## config.mk

```make
export PLATFORM = sky130hd
export DESIGN_NAME = ascii85_stream_encoder
export DESIGN_NICKNAME = d
export VERILOG_FILES = /design/src/rtl/a85_pkg.sv /design/src/rtl/a85_front.sv /design/src/rtl/a85_queue.sv /design/src/rtl/a85_conv.sv /design/src/rtl/a85_ser.sv /design/src/rtl/ascii85_stream_encoder.sv
export SDC_FILE = /design/constraint.sdc
export NUM_CORES = 1
export LEC_CHECK = 0
export ABC_AREA = 1
export BUFFER_PORTS_ARGS = -buffer_cell sky130_fd_sc_hd__clkbuf_2
export CAP_MARGIN = 0
export CORE_MARGIN = 2
export CORE_UTILIZATION = 70
export CTS_BUF_LIST = sky130_fd_sc_hd__clkbuf_8 sky130_fd_sc_hd__clkbuf_16
export DETAILED_ROUTE_END_ITERATION = 16
export GPL_ROUTABILITY_DRIVEN = 0
export MAX_ROUTING_LAYER = met4
export PLACE_DENSITY = 0.84
export SETUP_SLACK_MARGIN = 0.15
export SKIP_LAST_GASP = 1
export SYNTH_ARGS = -nofsm -noshare
export SYNTH_HDL_FRONTEND = slang
export SYNTH_HIERARCHICAL = 1
export SYNTH_SLANG_ARGS = --single-unit
```

## constraint.sdc

```tcl
create_clock -name clk -period 9.47 [get_ports clk]
set_input_delay 1.894 -clock clk [delete_from_list [all_inputs] [get_ports clk]]
set_output_delay 1.894 -clock clk [all_outputs]
set_load 0.01 [all_outputs]
```

## src/rtl/a85_pkg.sv

```systemverilog
// ----------------------------------------------------------------------------
// a85_pkg: shared types and constants of the base-85 stream encoder
// Holds the job record passed from the byte packer to the converter, the
// digit record passed from the converter to the serializer, and the
// arithmetic constants of the radix conversion.
// ----------------------------------------------------------------------------
package a85_pkg;

  localparam int unsigned NUM_DIGITS = 5;
  localparam int unsigned DIGIT_W    = 7;

  localparam logic [7:0]  CHAR_BIAS  = 8'd33;
  localparam logic [7:0]  NEWLINE    = 8'd10;
  localparam logic [7:0]  RADIX      = 8'd85;

  // Reciprocal of 85 scaled by 2^38, rounded up; exact quotient for any 32-bit word
  localparam logic [31:0] RECIP_85   = 32'hC0C0_C0C1;
  localparam int unsigned RECIP_SHIFT = 38;
  localparam int unsigned QUOT_W     = 26;

  // Serializer position of the newline character
  localparam logic [2:0]  NL_POS     = 3'd5;
  localparam logic [2:0]  LAST_DIGIT = 3'd4;

  // What a job asks the back end to produce
  typedef enum logic [1:0] {
    KIND_WORD  = 2'd0,  // five digits, last on the fifth
    KIND_FLUSH = 2'd1,  // five digits, then newline
    KIND_NL    = 2'd2   // newline only
  } a85_kind_t;

  typedef struct packed {
    a85_kind_t   kind;
    logic [31:0] word;
  } a85_job_t;

  typedef struct packed {
    a85_kind_t                               kind;
    logic [NUM_DIGITS-1:0][DIGIT_W-1:0]      digits;  // index 0 is most significant
  } a85_digits_t;

  typedef enum logic [1:0] {
    CV_IDLE,
    CV_MUL,
    CV_DIV,
    CV_DONE
  } a85_cv_state_t;

endpackage

```

## src/rtl/a85_front.sv

```systemverilog
// ----------------------------------------------------------------------------
// a85_front: byte packer
// Packs data bytes big-endian into a 32-bit word and turns each full word or
// end-of-stream marker into a job for the back end.
// ----------------------------------------------------------------------------
module a85_front import a85_pkg::*; (
  input  logic       clk,
  input  logic       rst_n,
  input  logic       in_tvalid,
  output logic       in_tready,
  input  logic [7:0] in_tdata,    // [7:0] data_byte
  input  logic       in_tuser,    // [0] func: 0 data byte, 1 end of stream
  output logic       job_valid,
  input  logic       job_ready,
  output a85_job_t   job
);

  logic [31:0] word_r, word_nxt;
  logic [1:0]  cnt_r, cnt_nxt;
  logic        accept;
  logic [31:0] padded;

  // Stall input whenever the job queue cannot take a word
  assign in_tready = job_ready;
  assign accept    = in_tvalid && in_tready;

  // Pad pending bytes with zero bytes at the low end
  always_comb begin
    case (cnt_r)
      2'd1:    padded = {word_r[7:0], 24'd0};
      2'd2:    padded = {word_r[15:0], 16'd0};
      2'd3:    padded = {word_r[23:0], 8'd0};
      default: padded = 32'd0;
    endcase
  end

  // Classify the word and build the job
  always_comb begin
    word_nxt  = word_r;
    cnt_nxt   = cnt_r;
    job_valid = 1'b0;
    job.kind  = KIND_WORD;
    job.word  = {word_r[23:0], in_tdata};
    if (accept) begin
      if (!in_tuser) begin
        word_nxt = {word_r[23:0], in_tdata};
        cnt_nxt  = cnt_r + 2'd1;
        if (cnt_r == 2'd3) begin
          job_valid = 1'b1;
          word_nxt  = 32'd0;
        end
      end else begin
        job_valid = 1'b1;
        word_nxt  = 32'd0;
        cnt_nxt   = 2'd0;
        if (cnt_r == 2'd0) begin
          job.kind = KIND_NL;
          job.word = 32'd0;
        end else begin
          job.kind = KIND_FLUSH;
          job.word = padded;
        end
      end
    end
  end

  always_ff @(posedge clk) begin
    if (!rst_n) begin
      word_r <= 32'd0;
      cnt_r  <= 2'd0;
    end else begin
      word_r <= word_nxt;
      cnt_r  <= cnt_nxt;
    end
  end

endmodule

```

## src/rtl/a85_queue.sv

```systemverilog
// ----------------------------------------------------------------------------
// a85_queue: job queue
// Short first-in first-out queue of jobs between the byte packer and the
// radix converter, so either side can stall on its own.
// ----------------------------------------------------------------------------
module a85_queue import a85_pkg::*; #(
  parameter int unsigned DEPTH = 4
) (
  input  logic     clk,
  input  logic     rst_n,
  input  logic     push_valid,
  output logic     push_ready,
  input  a85_job_t push_job,
  output logic     pop_valid,
  input  logic     pop_ready,
  output a85_job_t pop_job
);

  localparam int unsigned PTR_W = (DEPTH > 1) ? $clog2(DEPTH) : 1;
  localparam int unsigned CNT_W = $clog2(DEPTH + 1);
  localparam logic [PTR_W-1:0] PTR_LAST = PTR_W'(DEPTH - 1);
  localparam logic [CNT_W-1:0] CNT_FULL = CNT_W'(DEPTH);

  a85_job_t          slots_r [DEPTH];
  logic [PTR_W-1:0]  wr_ptr_r, rd_ptr_r;
  logic [CNT_W-1:0]  count_r;
  logic              do_push, do_pop;

  assign push_ready = (count_r != CNT_FULL);
  assign pop_valid  = (count_r != '0);
  assign pop_job    = slots_r[rd_ptr_r];
  assign do_push    = push_valid && push_ready;
  assign do_pop     = pop_valid && pop_ready;

  // Write the incoming word
  always_ff @(posedge clk) begin
    if (do_push) begin
      slots_r[wr_ptr_r] <= push_job;
    end
  end

  // Advance pointers and occupancy
  always_ff @(posedge clk) begin
    if (!rst_n) begin
      wr_ptr_r <= '0;
      rd_ptr_r <= '0;
      count_r  <= '0;
    end else begin
      if (do_push) begin
        wr_ptr_r <= (wr_ptr_r == PTR_LAST) ? '0 : wr_ptr_r + 1'b1;
      end
      if (do_pop) begin
        rd_ptr_r <= (rd_ptr_r == PTR_LAST) ? '0 : rd_ptr_r + 1'b1;
      end
      if (do_push && !do_pop) begin
        count_r <= count_r + 1'b1;
      end else if (do_pop && !do_push) begin
        count_r <= count_r - 1'b1;
      end
    end
  end

endmodule

```

## src/rtl/a85_conv.sv

```systemverilog
// ----------------------------------------------------------------------------
// a85_conv: radix-85 converter
// Splits a 32-bit word into five base-85 digits by repeated division by 85,
// each a reciprocal multiply state, then a remainder subtract state.
// ----------------------------------------------------------------------------
module a85_conv import a85_pkg::*; (
  input  logic        clk,
  input  logic        rst_n,
  input  logic        job_valid,
  output logic        job_ready,
  input  a85_job_t    job,
  output logic        dig_valid,
  input  logic        dig_ready,
  output a85_digits_t dig
);

  a85_cv_state_t                       state_r, state_nxt;
  logic [31:0]                         word_r;
  logic [QUOT_W-1:0]                   quot_r;
  logic [2:0]                          pos_r;
  a85_kind_t                           kind_r;
  logic [NUM_DIGITS-1:0][DIGIT_W-1:0]  digits_r;
  logic [63:0]                         product;
  logic [31:0]                         quot_times;
  logic [31:0]                         remainder;
  logic                                hand_off;
  logic                                take;

  assign product    = {32'd0, word_r} * {32'd0, RECIP_85};
  assign quot_times = {6'd0, quot_r} * {24'd0, RADIX};
  assign remainder  = word_r - quot_times;

  assign dig_valid  = (state_r == CV_DONE);
  assign hand_off   = dig_valid && dig_ready;
  assign job_ready  = (state_r == CV_IDLE) || hand_off;
  assign take       = job_valid && job_ready;
  assign dig.kind   = kind_r;
  assign dig.digits = digits_r;

  // Sequence the divisions
  always_comb begin
    state_nxt = state_r;
    unique case (state_r)
      CV_IDLE: begin
        if (take) begin
          state_nxt = (job.kind == KIND_NL) ? CV_DONE : CV_MUL;
        end
      end
      CV_MUL: begin
        state_nxt = CV_DIV;
      end
      CV_DIV: begin
        state_nxt = (pos_r == 3'd1) ? CV_DONE : CV_MUL;
      end
      CV_DONE: begin
        if (take) begin
          state_nxt = (job.kind == KIND_NL) ? CV_DONE : CV_MUL;
        end else if (hand_off) begin
          state_nxt = CV_IDLE;
        end
      end
      default: state_nxt = CV_IDLE;
    endcase
  end

  always_ff @(posedge clk) begin
    if (!rst_n) begin
      state_r <= CV_IDLE;
    end else begin
      state_r <= state_nxt;
    end
  end

  // Load a job, then peel off the least significant digit each division
  always_ff @(posedge clk) begin
    if (take) begin
      word_r <= job.word;
      kind_r <= job.kind;
      pos_r  <= LAST_DIGIT;
    end else if (state_r == CV_MUL) begin
      quot_r <= product[RECIP_SHIFT +: QUOT_W];
    end else if (state_r == CV_DIV) begin
      word_r <= {6'd0, quot_r};
      pos_r  <= pos_r - 3'd1;
      // Last division: the quotient is the most significant digit
      if (pos_r == 3'd1) begin
        digits_r[1:0] <= {remainder[DIGIT_W-1:0], quot_r[DIGIT_W-1:0]};
      end else begin
        digits_r[pos_r] <= remainder[DIGIT_W-1:0];
      end
    end
  end

endmodule

```

## src/rtl/a85_ser.sv

```systemverilog
// ----------------------------------------------------------------------------
// a85_ser: character serializer
// Holds one converted word and drives its characters, most significant
// digit first, followed by a newline on a flush; a newline-only job drives the newline alone.
// ----------------------------------------------------------------------------
module a85_ser import a85_pkg::*; (
  input  logic        clk,
  input  logic        rst_n,
  input  logic        dig_valid,
  output logic        dig_ready,
  input  a85_digits_t dig,
  output logic        out_tvalid,
  input  logic        out_tready,
  output logic [7:0]  out_tdata,
  output logic        out_tlast
);

  logic                                busy_r;
  logic [2:0]                          pos_r;
  a85_kind_t                           kind_r;
  logic [NUM_DIGITS-1:0][DIGIT_W-1:0]  digits_r;
  logic [DIGIT_W-1:0]                  cur_digit;
  logic                                fire;
  logic                                load;

  assign out_tvalid = busy_r;
  assign fire       = out_tvalid && out_tready;
  assign dig_ready  = !busy_r || (fire && out_tlast);
  assign load       = dig_valid && dig_ready;

  // Select the current character
  always_comb begin
    case (pos_r)
      3'd0:    cur_digit = digits_r[0];
      3'd1:    cur_digit = digits_r[1];
      3'd2:    cur_digit = digits_r[2];
      3'd3:    cur_digit = digits_r[3];
      3'd4:    cur_digit = digits_r[4];
      default: cur_digit = '0;
    endcase
  end

  assign out_tdata = (pos_r == NL_POS) ? NEWLINE : ({1'b0, cur_digit} + CHAR_BIAS);
  assign out_tlast = (pos_r == NL_POS) || ((pos_r == LAST_DIGIT) && (kind_r == KIND_WORD));

  always_ff @(posedge clk) begin
    if (!rst_n) begin
      busy_r <= 1'b0;
    end else if (load) begin
      busy_r <= 1'b1;
    end else if (fire && out_tlast) begin
      busy_r <= 1'b0;
    end
  end

  // Load a word or advance one character
  always_ff @(posedge clk) begin
    if (load) begin
      digits_r <= dig.digits;
      kind_r   <= dig.kind;
      pos_r    <= (dig.kind == KIND_NL) ? NL_POS : 3'd0;
    end else if (fire) begin
      pos_r <= pos_r + 3'd1;
    end
  end

endmodule

```

## src/rtl/ascii85_stream_encoder.sv

```systemverilog
// ----------------------------------------------------------------------------
// ascii85_stream_encoder: base-85 byte stream encoder
// Input stream: in_tdata carries a byte, in_tuser high marks end of stream
// (the byte is then ignored). Output stream: one character per word on
// out_tdata, out_tlast high on the final character caused by an input word.
// Every fourth data byte yields five characters (digit + 33, most significant
// first). End of stream with bytes pending pads them with zeros, yields five
// characters and a newline; with nothing pending it yields a newline alone.
// A completing byte passes the job queue, the converter's multiply and
// subtract states, the hand-off and the serializer's output register before
// its first character. Throughput is set by the shared divide-by-85 unit
// (multiply, then subtract, four times), busy until each word is handed off.
// Bytes that complete no word are taken every cycle while the queue has room.
// Reset (rst_n low, synchronous) drops pending bytes, queued jobs and any
// character in flight. When out_tready stays low the current character holds,
// the converter finishes one more word, the queue fills and in_tready falls.
// ----------------------------------------------------------------------------
module ascii85_stream_encoder import a85_pkg::*; #(
  parameter int unsigned QUEUE_DEPTH = 4
) (
  input  logic       clk,
  input  logic       rst_n,
  input  logic       in_tvalid,
  output logic       in_tready,
  input  logic [7:0] in_tdata,    // [7:0] data_byte
  input  logic       in_tuser,    // [0] func
  output logic       out_tvalid,
  input  logic       out_tready,
  output logic [7:0] out_tdata,   // [7:0] out_char
  output logic       out_tlast
);

  logic        fj_valid, fj_ready;
  a85_job_t    fj;
  logic        qj_valid, qj_ready;
  a85_job_t    qj;
  logic        cd_valid, cd_ready;
  a85_digits_t cd;

  a85_front u_front (
    .clk       (clk),
    .rst_n     (rst_n),
    .in_tvalid (in_tvalid),
    .in_tready (in_tready),
    .in_tdata  (in_tdata),
    .in_tuser  (in_tuser),
    .job_valid (fj_valid),
    .job_ready (fj_ready),
    .job       (fj)
  );

  a85_queue #(
    .DEPTH (QUEUE_DEPTH)
  ) u_queue (
    .clk        (clk),
    .rst_n      (rst_n),
    .push_valid (fj_valid),
    .push_ready (fj_ready),
    .push_job   (fj),
    .pop_valid  (qj_valid),
    .pop_ready  (qj_ready),
    .pop_job    (qj)
  );

  a85_conv u_conv (
    .clk       (clk),
    .rst_n     (rst_n),
    .job_valid (qj_valid),
    .job_ready (qj_ready),
    .job       (qj),
    .dig_valid (cd_valid),
    .dig_ready (cd_ready),
    .dig       (cd)
  );

  a85_ser u_ser (
    .clk        (clk),
    .rst_n      (rst_n),
    .dig_valid  (cd_valid),
    .dig_ready  (cd_ready),
    .dig        (cd),
    .out_tvalid (out_tvalid),
    .out_tready (out_tready),
    .out_tdata  (out_tdata),
    .out_tlast  (out_tlast)
  );

endmodule

```

==> implementation parameters, run 1 <==
Parameter                              Value

Outcome
  Status    complete, no violations

GRT
  Met1 demand-to-capacity share in global routing    0.470
  Global-route track usage on met3    0.0838
  Antenna violations before repair    1
  Global-route wire length before repair    107000 um
  Routing layer with the top usage in global route    met2
  Grt met2 use    0.587
  Number of global-route vias before repair    19900
  Leftover overflow at the end of global routing    0
  GRT Overall Usage    0.379
  Maximum number of pins on one net before global-route repair    70

Setup path
  Data arrival time of the critical path    approximately 6700 ps
  CP Capture Type    flop
  R2R Path End    u_conv/quot_r[19]$_DFFE_PP_
  Setup CP Type    reg2reg
  Worst reg2reg startpoint    u_conv/word_r[10]$_DFFE_PP_
  Worst setup slack for register-to-register paths    3060 ps
  Critical path fanouts, max    5
  Critical path required time    9770 ps
  Length in cells of the worst reg-to-reg path    19
  Nature of the critical path startpoint    flop

Placed design
  Number of cells in the design after placement    3171
  Detailed placer's ending HPWL    52600 um
  Count of buffers inserted at the top-level ports    23

Cells and area
  Area Growth Syn to Fin    6.29%
  Share of cells above drive strength 1    0.0963
  NumNets Final    approximately 3300
  Finished Layout Cells    between 3000 and 4000

Synthesis
  Number of distinct standard cells referenced by the synthesized netlist    53
  Yosys synthesis warning count    6
  Most instantiated library cell after synthesis    nand2_1
  Synthesized instance count    2731
  Fraction of registers with async set or reset after synthesis    0
  Total nets after synthesis    approximately 3300
  Cell type with the highest aggregate area in the netlist    edfxtp_1
  Post-synthesis cell area    0.0254 mm^2
  Top flip-flop cell by instance count after synthesis    edfxtp_1
  Share of the yosys chip area belonging to registers    0.352
  Top cell types by occurrence after synthesis    nand2_1, inv_1, ha_1
  Mean instance size in the synthesized netlist    9.32 um^2
  Post-synth EDFFs    271
  Fraction of post-synthesis cell area in the top cell type by area    0.320
  Count of state elements after synthesis    approximately 310
  Synth top area cells    edfxtp_1, ha_1, fa_1

STA
  Final worst path period share    0.676
  Top achievable clock speed    between 0.15 and 0.2 GHz
  Remaining max-slew budget at the tightest pin    0.135
  Tightest Pin Transition    1290 ps
  Hold violation total from the final report    0
  Clock Skews    33.7 ps
  Pins over their slew limit    0
  RSZ-0062 raised after global routing    false
  Total of endpoints with negative setup slack in the final report    0
  Crit path time final    6410 ps
  Setup TNS after final layout    0 ps

Drt
  Vias after detailed routing    19500
  Detailed Route Iter0 Violations    roughly 2300
  Vias per inst    6.03
  Avg WL per Cell    around 21 um
  First-pass DRT Iterations    8
  DRC violation count after routing    0
  Number of routed nets with antenna violations    0
  Total Routed Length    67700 um

Clock network
  Reg clk slew, reported paths    70 ps
  Root buffer selected by CTS    clkbuf_16
  Cts-stage hold buffer count    0
  TritonCTS clock tree    built
  Worst skew pair latency    ~540 ps
  Post-CTS Repair Setup Buffers    0
  CTS H-tree lvls    2
  TritonCTS sink count    312
  Num CTS Buffers    34
  Number of buffers on the longest clock path    3
  Number of instances resized during post-cts repair    0

Floorplan
  Chip height    195 um
  Number of rows in the core area    between 60 and 70
  Overall die width    slightly below 200 um
  Die outline area    0.0379 mm^2
  Effective utilization at floorplan    0.714
  Core Box Area    0.0357 mm^2
  Number of placed I/O pins    24

Min path
  Min-delay src    u_conv/dig[15]$_DFFE_PP_
  Endpoint, Worst Hold    u_ser/digits_r[15]$_DFFE_PP_
  Cell count of the worst hold path    0
  Class of the most critical hold timing path    reg2reg

Job
  Max cap viols    0
metrics by stage:
stage	utilization	area [um^2]	setup WS (ps)	hold WS (ps)
final	0.759	27000	3060	418
after global routing	0.758	27000	2920	422
after CTS	0.758	27000	3220	419
after detailed placement	0.726	25900	3230	405
after global placement	0.726	25900	3270	400
after floorplan	-	25400	4010	400
how the worst max path moves through the flow:
stage	from	slack [ps]	end	cells after the start
2_1_floorplan	u_conv/word_r[6]$_DFFE_PP_	4010	u_conv/quot_r[20]$_DFFE_PP_	25
3_3_place_gp	u_conv/word_r[10]$_DFFE_PP_	3270	u_conv/quot_r[19]$_DFFE_PP_	19
3_5_place_dp	u_conv/word_r[10]$_DFFE_PP_	3230	u_conv/quot_r[19]$_DFFE_PP_	19
4_1_cts	u_conv/word_r[10]$_DFFE_PP_	3220	u_conv/quot_r[19]$_DFFE_PP_	19
5_1_grt	u_conv/word_r[10]$_DFFE_PP_	2920	u_conv/quot_r[24]$_DFFE_PP_	23
6_report	u_conv/word_r[10]$_DFFE_PP_	3060	u_conv/quot_r[19]$_DFFE_PP_	19
sequential cells by signal, indices dropped and copies added, names as in the netlist, 3 cells and up, named ones only:
name / flops
u_queue/slots_r: 136
u_conv/dig: 35
u_ser/digits_r: 35
u_conv/word_r: 32
u_conv/quot_r: 26
u_front/word_r: 24
u_conv/pos_r: 3
u_queue/count_r: 3
u_ser/pos_r: 3
area by class of cell:
class | instances | area, um^2
tap | 461 | 577
fill | 2262 | 8610
antenna | 2 | 5.00
inverter | 567 | 2130
clock buffer | 38 | 917
sequential | 312 | 8960
multi-input combinational | 1804 | 14100
timing repair buffer | 27 | 145
clock inverter | 24 | 240
worst max-delay path, cell delays in order, from the launching register on:
cell and delay (ps):
edfxtp_1 560, ha_1 350, ha_1 340, fa_1 490, fa_1 620, inv_1 90, fa_1 530, fa_1 540
fa_1 560, inv_1 50, ha_1 320, ha_1 420, a21oi_1 300, o21ai_0 210, a21oi_1 270, nand2_1 140
a21oi_1 190, nand2_1 80, nand2_1 50, nand2_1 40
routing by layer:
layer | vias to the layer above | share of wire
met5 | - | 0
met4 | 0 | 0.062
met3 | 306 | 0.10
met2 | 1163 | 0.46
met1 | 9219 | 0.38
li1 | 8813 | -
cell families (layout without fill, tap and decap cells):
group / count (synthesis) / in the layout / synth area share
simple gates: 959 / 959 / 0.166
xor+xnor: 28 / 28 / 0.00964
flops: 312 / 312 / 0.352
fa+ha+maj: 519 / 519 / 0.306
buf+inv: 615 / 656 / 0.0970
compound gates: 298 / 298 / 0.0691
other cells: 0 / 2 / 0
placed cells by master (no fill, tap or decap), types with 4 or more instances in the layout:
| master | instances |
|---|---|
| o22ai_2 | 20 |
| dfxtp_1 | 40 |
| ha_1 | 347 |
| edfxtp_1 | 271 |
| nor3_2 | 5 |
| nor2_1 | 175 |
| a21o_1 | 6 |
| xor2_1 | 15 |
| clkinv_1 | 6 |
| inv_1 | 526 |
| fa_1 | 172 |
| xnor2_1 | 13 |
| o22ai_1 | 20 |
| bufinv_16 | 4 |
| nor2_4 | 15 |
| o21ai_0 | 109 |
| o21ai_1 | 20 |
| inv_2 | 42 |
| nand2_2 | 21 |
| buf_4 | 4 |
| nor2_2 | 54 |
| a21oi_1 | 102 |
| nand2_4 | 4 |
| clkbuf_2 | 23 |
| nand2_1 | 531 |
| nand3_1 | 97 |
| nor3_1 | 14 |
| o21bai_1 | 8 |
| clkinv_2 | 6 |
| nand3_2 | 9 |
| nand4_1 | 13 |
| clkbuf_16 | 35 |
Power of run 1 is left out: the tool's default activity adds up to more than one toggle a clock period on the data nets, which glitch-free logic cannot reach.
==> run 2: changes to the inputs <==
Settings changed: ABC_AREA 1 to 0, CORE_UTILIZATION 70 to 65, PLACE_DENSITY 0.84 to 0.79.
Clock period 9.47 ns to 6.59 ns, I/O delays scaled along.
==> run 2 against run 1 <==
  * The flow now finishes with violations (negative setup slack)
  * Design area down 5.1%
  * Die area down 3.2%
  * Global-route usage down 7.6 points
  * Sequential share of layout area up 1.8 points
  * Routed wire length down 17%
  * Synthesized area down 10%
  * Via count down 23%
  * Non-clock buffer count up 62
  * Register-to-register slack worse by 3400 ps
  * Hold slack worse by 3.7 ps
  * Worst setup slack worse by 3400 ps
  * Critical path type unchanged
  * Largest cell class unchanged
  * Highest routed layer unchanged
==> implementation parameters, run 2 <==
Parameter                              Value

Synthesis
  Synth top area cells    edfxtp_1, ha_1, fa_1 (unchanged)
  Mean instance size in the synthesized netlist    12.3 um^2 (was 9.32 um^2)
  Top flip-flop cell by instance count after synthesis    edfxtp_1 (unchanged)
  Number of distinct standard cells referenced by the synthesized netlist    88 (was 53)
  Post-synthesis cell area    0.0229 mm^2 (was 0.0254 mm^2)
  Most instantiated library cell after synthesis    inv_1 (was nand2_1)
  Fraction of post-synthesis cell area in the top cell type by area    0.356 (was 0.320)
  Total nets after synthesis    2394 (was 3263)
  Fraction of registers with async set or reset after synthesis    0 (unchanged)
  Yosys synthesis warning count    6 (unchanged)
  Top cell types by occurrence after synthesis    inv_1, ha_1, edfxtp_1 (was nand2_1, inv_1, ha_1)
  Synthesized instance count    1862 (was 2731)
  Share of the yosys chip area belonging to registers    0.392 (was 0.352)
  Post-synth EDFFs    271 (unchanged)
  Cell type with the highest aggregate area in the netlist    edfxtp_1 (unchanged)
  Count of state elements after synthesis    312 (unchanged)

STA
  Total of endpoints with negative setup slack in the final report    8 (was 0)
  Remaining max-slew budget at the tightest pin    0.272 (was 0.135)
  Clock Skews    13.7 ps (was 33.7 ps)
  Top achievable clock speed    0.145 GHz (was 0.156 GHz)
  Crit path time final    6910 ps (was 6410 ps)
  Pins over their slew limit    0 (unchanged)
  Tightest Pin Transition    1080 ps (was 1290 ps)
  RSZ-0062 raised after global routing    true (was false)
  Worst hold margin    415 ps (was 418 ps)
  Slack of the critical path    -320 ps (was 3060 ps)
  Hold violation total from the final report    0 (unchanged)
  Final worst path period share    1.05 (was 0.676)

Floorplan
  Chip height    192 um (was 195 um)
  Core Box Area    0.0345 mm^2 (was 0.0357 mm^2)
  Number of rows in the core area    68 (was 69)
  Overall die width    192 um (was 195 um)
  Die outline area    0.0367 mm^2 (was 0.0379 mm^2)
  Effective utilization at floorplan    0.662 (was 0.714)
  Number of placed I/O pins    24 (unchanged)

Drt
  DRC violation count after routing    0 (unchanged)
  Vias after detailed routing    15000 (was 19500)
  Detailed Route Iter0 Violations    1350 (was 2270)
  Avg WL per Cell    23.1 um (was 20.9 um)
  First-pass DRT Iterations    6 (was 8)
  Vias per inst    6.17 (was 6.03)
  Total Routed Length    56000 um (was 67700 um)
  Number of routed nets with antenna violations    0 (unchanged)

Setup path
  Critical path required time    6870 ps (was 9770 ps)
  Data arrival time of the critical path    7190 ps (was 6710 ps)
  Length in cells of the worst reg-to-reg path    21 (was 19)
  Critical Path Most Common Cell    fa_1 (unchanged)
  Cell family with the largest share of critical-path delay    adder cells (unchanged)
  Setup CP Type    reg2reg (unchanged)
  Total buffers and inverters traversed by the critical path    4 (was 2)
  Critical path, cell by cell    ha_4 -> ha_4 -> inv_1 -> fa_1 -> inv_1 -> fa_1 -> inv_1 -> fa_1 -> fa_1 -> fa_1 -> inv_2 -> ha_4 -> ha_4 -> a21o_1 -> a21o_1 -> a21oi_2 -> o211ai_1 -> o21bai_1 -> a31oi_2 -> o31a_1 -> o311ai_0 (was ha_1 -> ha_1 -> fa_1 -> fa_1 -> inv_1 -> fa_1 -> fa_1 -> fa_1 -> inv_1 -> ha_1 -> ha_1 -> a21oi_1 -> o21ai_0 -> a21oi_1 -> nand2_1 -> a21oi_1 -> nand2_1 -> nand2_1 -> nand2_1)
  Critical path fanouts, max    4 (was 5)
  Nature of the critical path startpoint    flop (unchanged)
  CP max stage cell    fa_1 (unchanged)
  CP Capture Type    flop (unchanged)
  Crit-path max cell delay    590 ps (was 620 ps)
  Worst setup slack for register-to-register paths    -320 ps (was 3060 ps)
  R2R Path End    u_conv/quot_r[14]$_DFFE_PP_ (was u_conv/quot_r[19]$_DFFE_PP_)
  Worst reg2reg startpoint    u_conv/word_r[4]$_DFFE_PP_ (was u_conv/word_r[10]$_DFFE_PP_)

Clock network
  Root buffer selected by CTS    clkbuf_16 (unchanged)
  TritonCTS clock tree    built (unchanged)
  Cts-stage hold buffer count    0 (unchanged)
  Reg clk slew, reported paths    70 ps (about the same)
  Num CTS Buffers    30 (was 34)
  CTS H-tree lvls    1 (was 2)
  Number of buffers on the longest clock path    3 (unchanged)
  Worst skew pair latency    560 ps (was 540 ps)
  TritonCTS sink count    312 (unchanged)

Min path
  Class of the most critical hold timing path    reg2reg (unchanged)
  Endpoint, Worst Hold    u_ser/digits_r[33]$_DFFE_PP_ (was u_ser/digits_r[15]$_DFFE_PP_)
  Cell count of the worst hold path    0 (unchanged)
  Min-delay src    u_conv/dig[33]$_DFFE_PP_ (was u_conv/dig[15]$_DFFE_PP_)

Cells and area
  NumNets Final    2475 (was 3278)
  Most frequent cells in the layout    inv_1, ha_1, edfxtp_1 (was nand2_1, inv_1, ha_1)
  Leading cell type in the layout, fill and taps excluded    inv_1 (was nand2_1)
  Number of inserted filler cells in the final layout    2106 (was 2262)
  Max reg flops    136 (unchanged)
  Area Growth Syn to Fin    12.3% (was 6.29%)
  Sequential Area    0.00896 mm^2 (unchanged)
  Total area of multi-input combinational cells    0.0132 mm^2 (was 0.0141 mm^2)
  Share of cells above drive strength 1    0.155 (was 0.0963)
  Largest reg by FF count    u_queue/slots_r (unchanged)

Placed design
  Post-Place Setup Slack    -350 ps (was 3230 ps)
  Count of buffers inserted at the top-level ports    23 (unchanged)
  Detailed placer's ending HPWL    40000 um (was 52600 um)

GRT
  Number of global-route vias before repair    15100 (was 19900)
  Maximum number of pins on one net before global-route repair    41 (was 70)
  Antenna violations before repair    3 (was 1)
  Leftover overflow at the end of global routing    0 (unchanged)
  GRT Overall Usage    0.304 (was 0.379)
  Global-route wire length before repair    81800 um (was 107000 um)

Job
  Max cap viols    0 (unchanged)

Outcome
  Status    complete, but fails checks (was complete, no violations)
  Violated checks    negative setup slack
-- run 2: worst max-delay path by stage --
| stage | depth (start not counted) | from | slack, ps | to |
|---|---|---|---|---|
| after global routing | 21 | u_conv/word_r[4]$_DFFE_PP_ | -320 | u_conv/quot_r[14]$_DFFE_PP_ |
| final | 21 | u_conv/word_r[4]$_DFFE_PP_ | -320 | u_conv/quot_r[14]$_DFFE_PP_ |
| after floorplan | 20 | u_conv/word_r[18]$_DFFE_PP_ | 460 | u_conv/quot_r[25]$_DFFE_PP_ |
| after CTS | 22 | u_conv/word_r[5]$_DFFE_PP_ | 90 | u_conv/quot_r[12]$_DFFE_PP_ |
| after detailed placement | 22 | u_conv/word_r[6]$_DFFE_PP_ | -350 | u_conv/quot_r[20]$_DFFE_PP_ |
| after global placement | 22 | u_conv/word_r[6]$_DFFE_PP_ | -280 | u_conv/quot_r[20]$_DFFE_PP_ |
-- run 2: per-stage QoR --
stage / std cells / utilization / setup TNS (ps) / cell area (um^2)
finish: 2425 / 0.743 / -899 / 25700
CTS: 2395 / 0.715 / 0 / 24700
global route: 2425 / 0.743 / -1360 / 25700
global placement: 2332 / 0.682 / -1510 / 23600
floorplan: 1862 / - / 0 / 22900
detailed placement: 2332 / 0.682 / -2310 / 23600
-- run 2: timing repair --
item	4_1_cts	5_1_grt
pin swaps	11	72
endpoints found under the setup margin	20	22
buffers inserted	7	27
gates resized for setup	12	95
-- run 2: logic make-up after synthesis --
logic type / count (synthesis) / share of synthesized area
simple gates: 314 / 0.0710
xor+xnor: 50 / 0.0192
compound gates: 216 / 0.0691
fa+ha+maj: 519 / 0.341
mux: 45 / 0.0384
flops: 312 / 0.392
buf+inv: 406 / 0.0696
-- run 2: final cells by class --
class,instances,area share
clock inverters,23,0.00717
inverters,366,0.0535
repair buffers,89,0.0245
flip-flops and latches,312,0.349
clock buffers,33,0.0309
multi-input cells,1144,0.512
well taps,455,0.0222
diodes,3,0.000292
-- run 2: layer usage --
metal  track usage  vias to the layer above  part of all wire
met1         0.379                     7433              0.37
met2         0.495                      736              0.50
met4         0.119                        0             0.050
met5             -                        -                 0
met3        0.0543                      221             0.080
li1              -                     6570                 -
Power of run 2 is left out for the same reason.
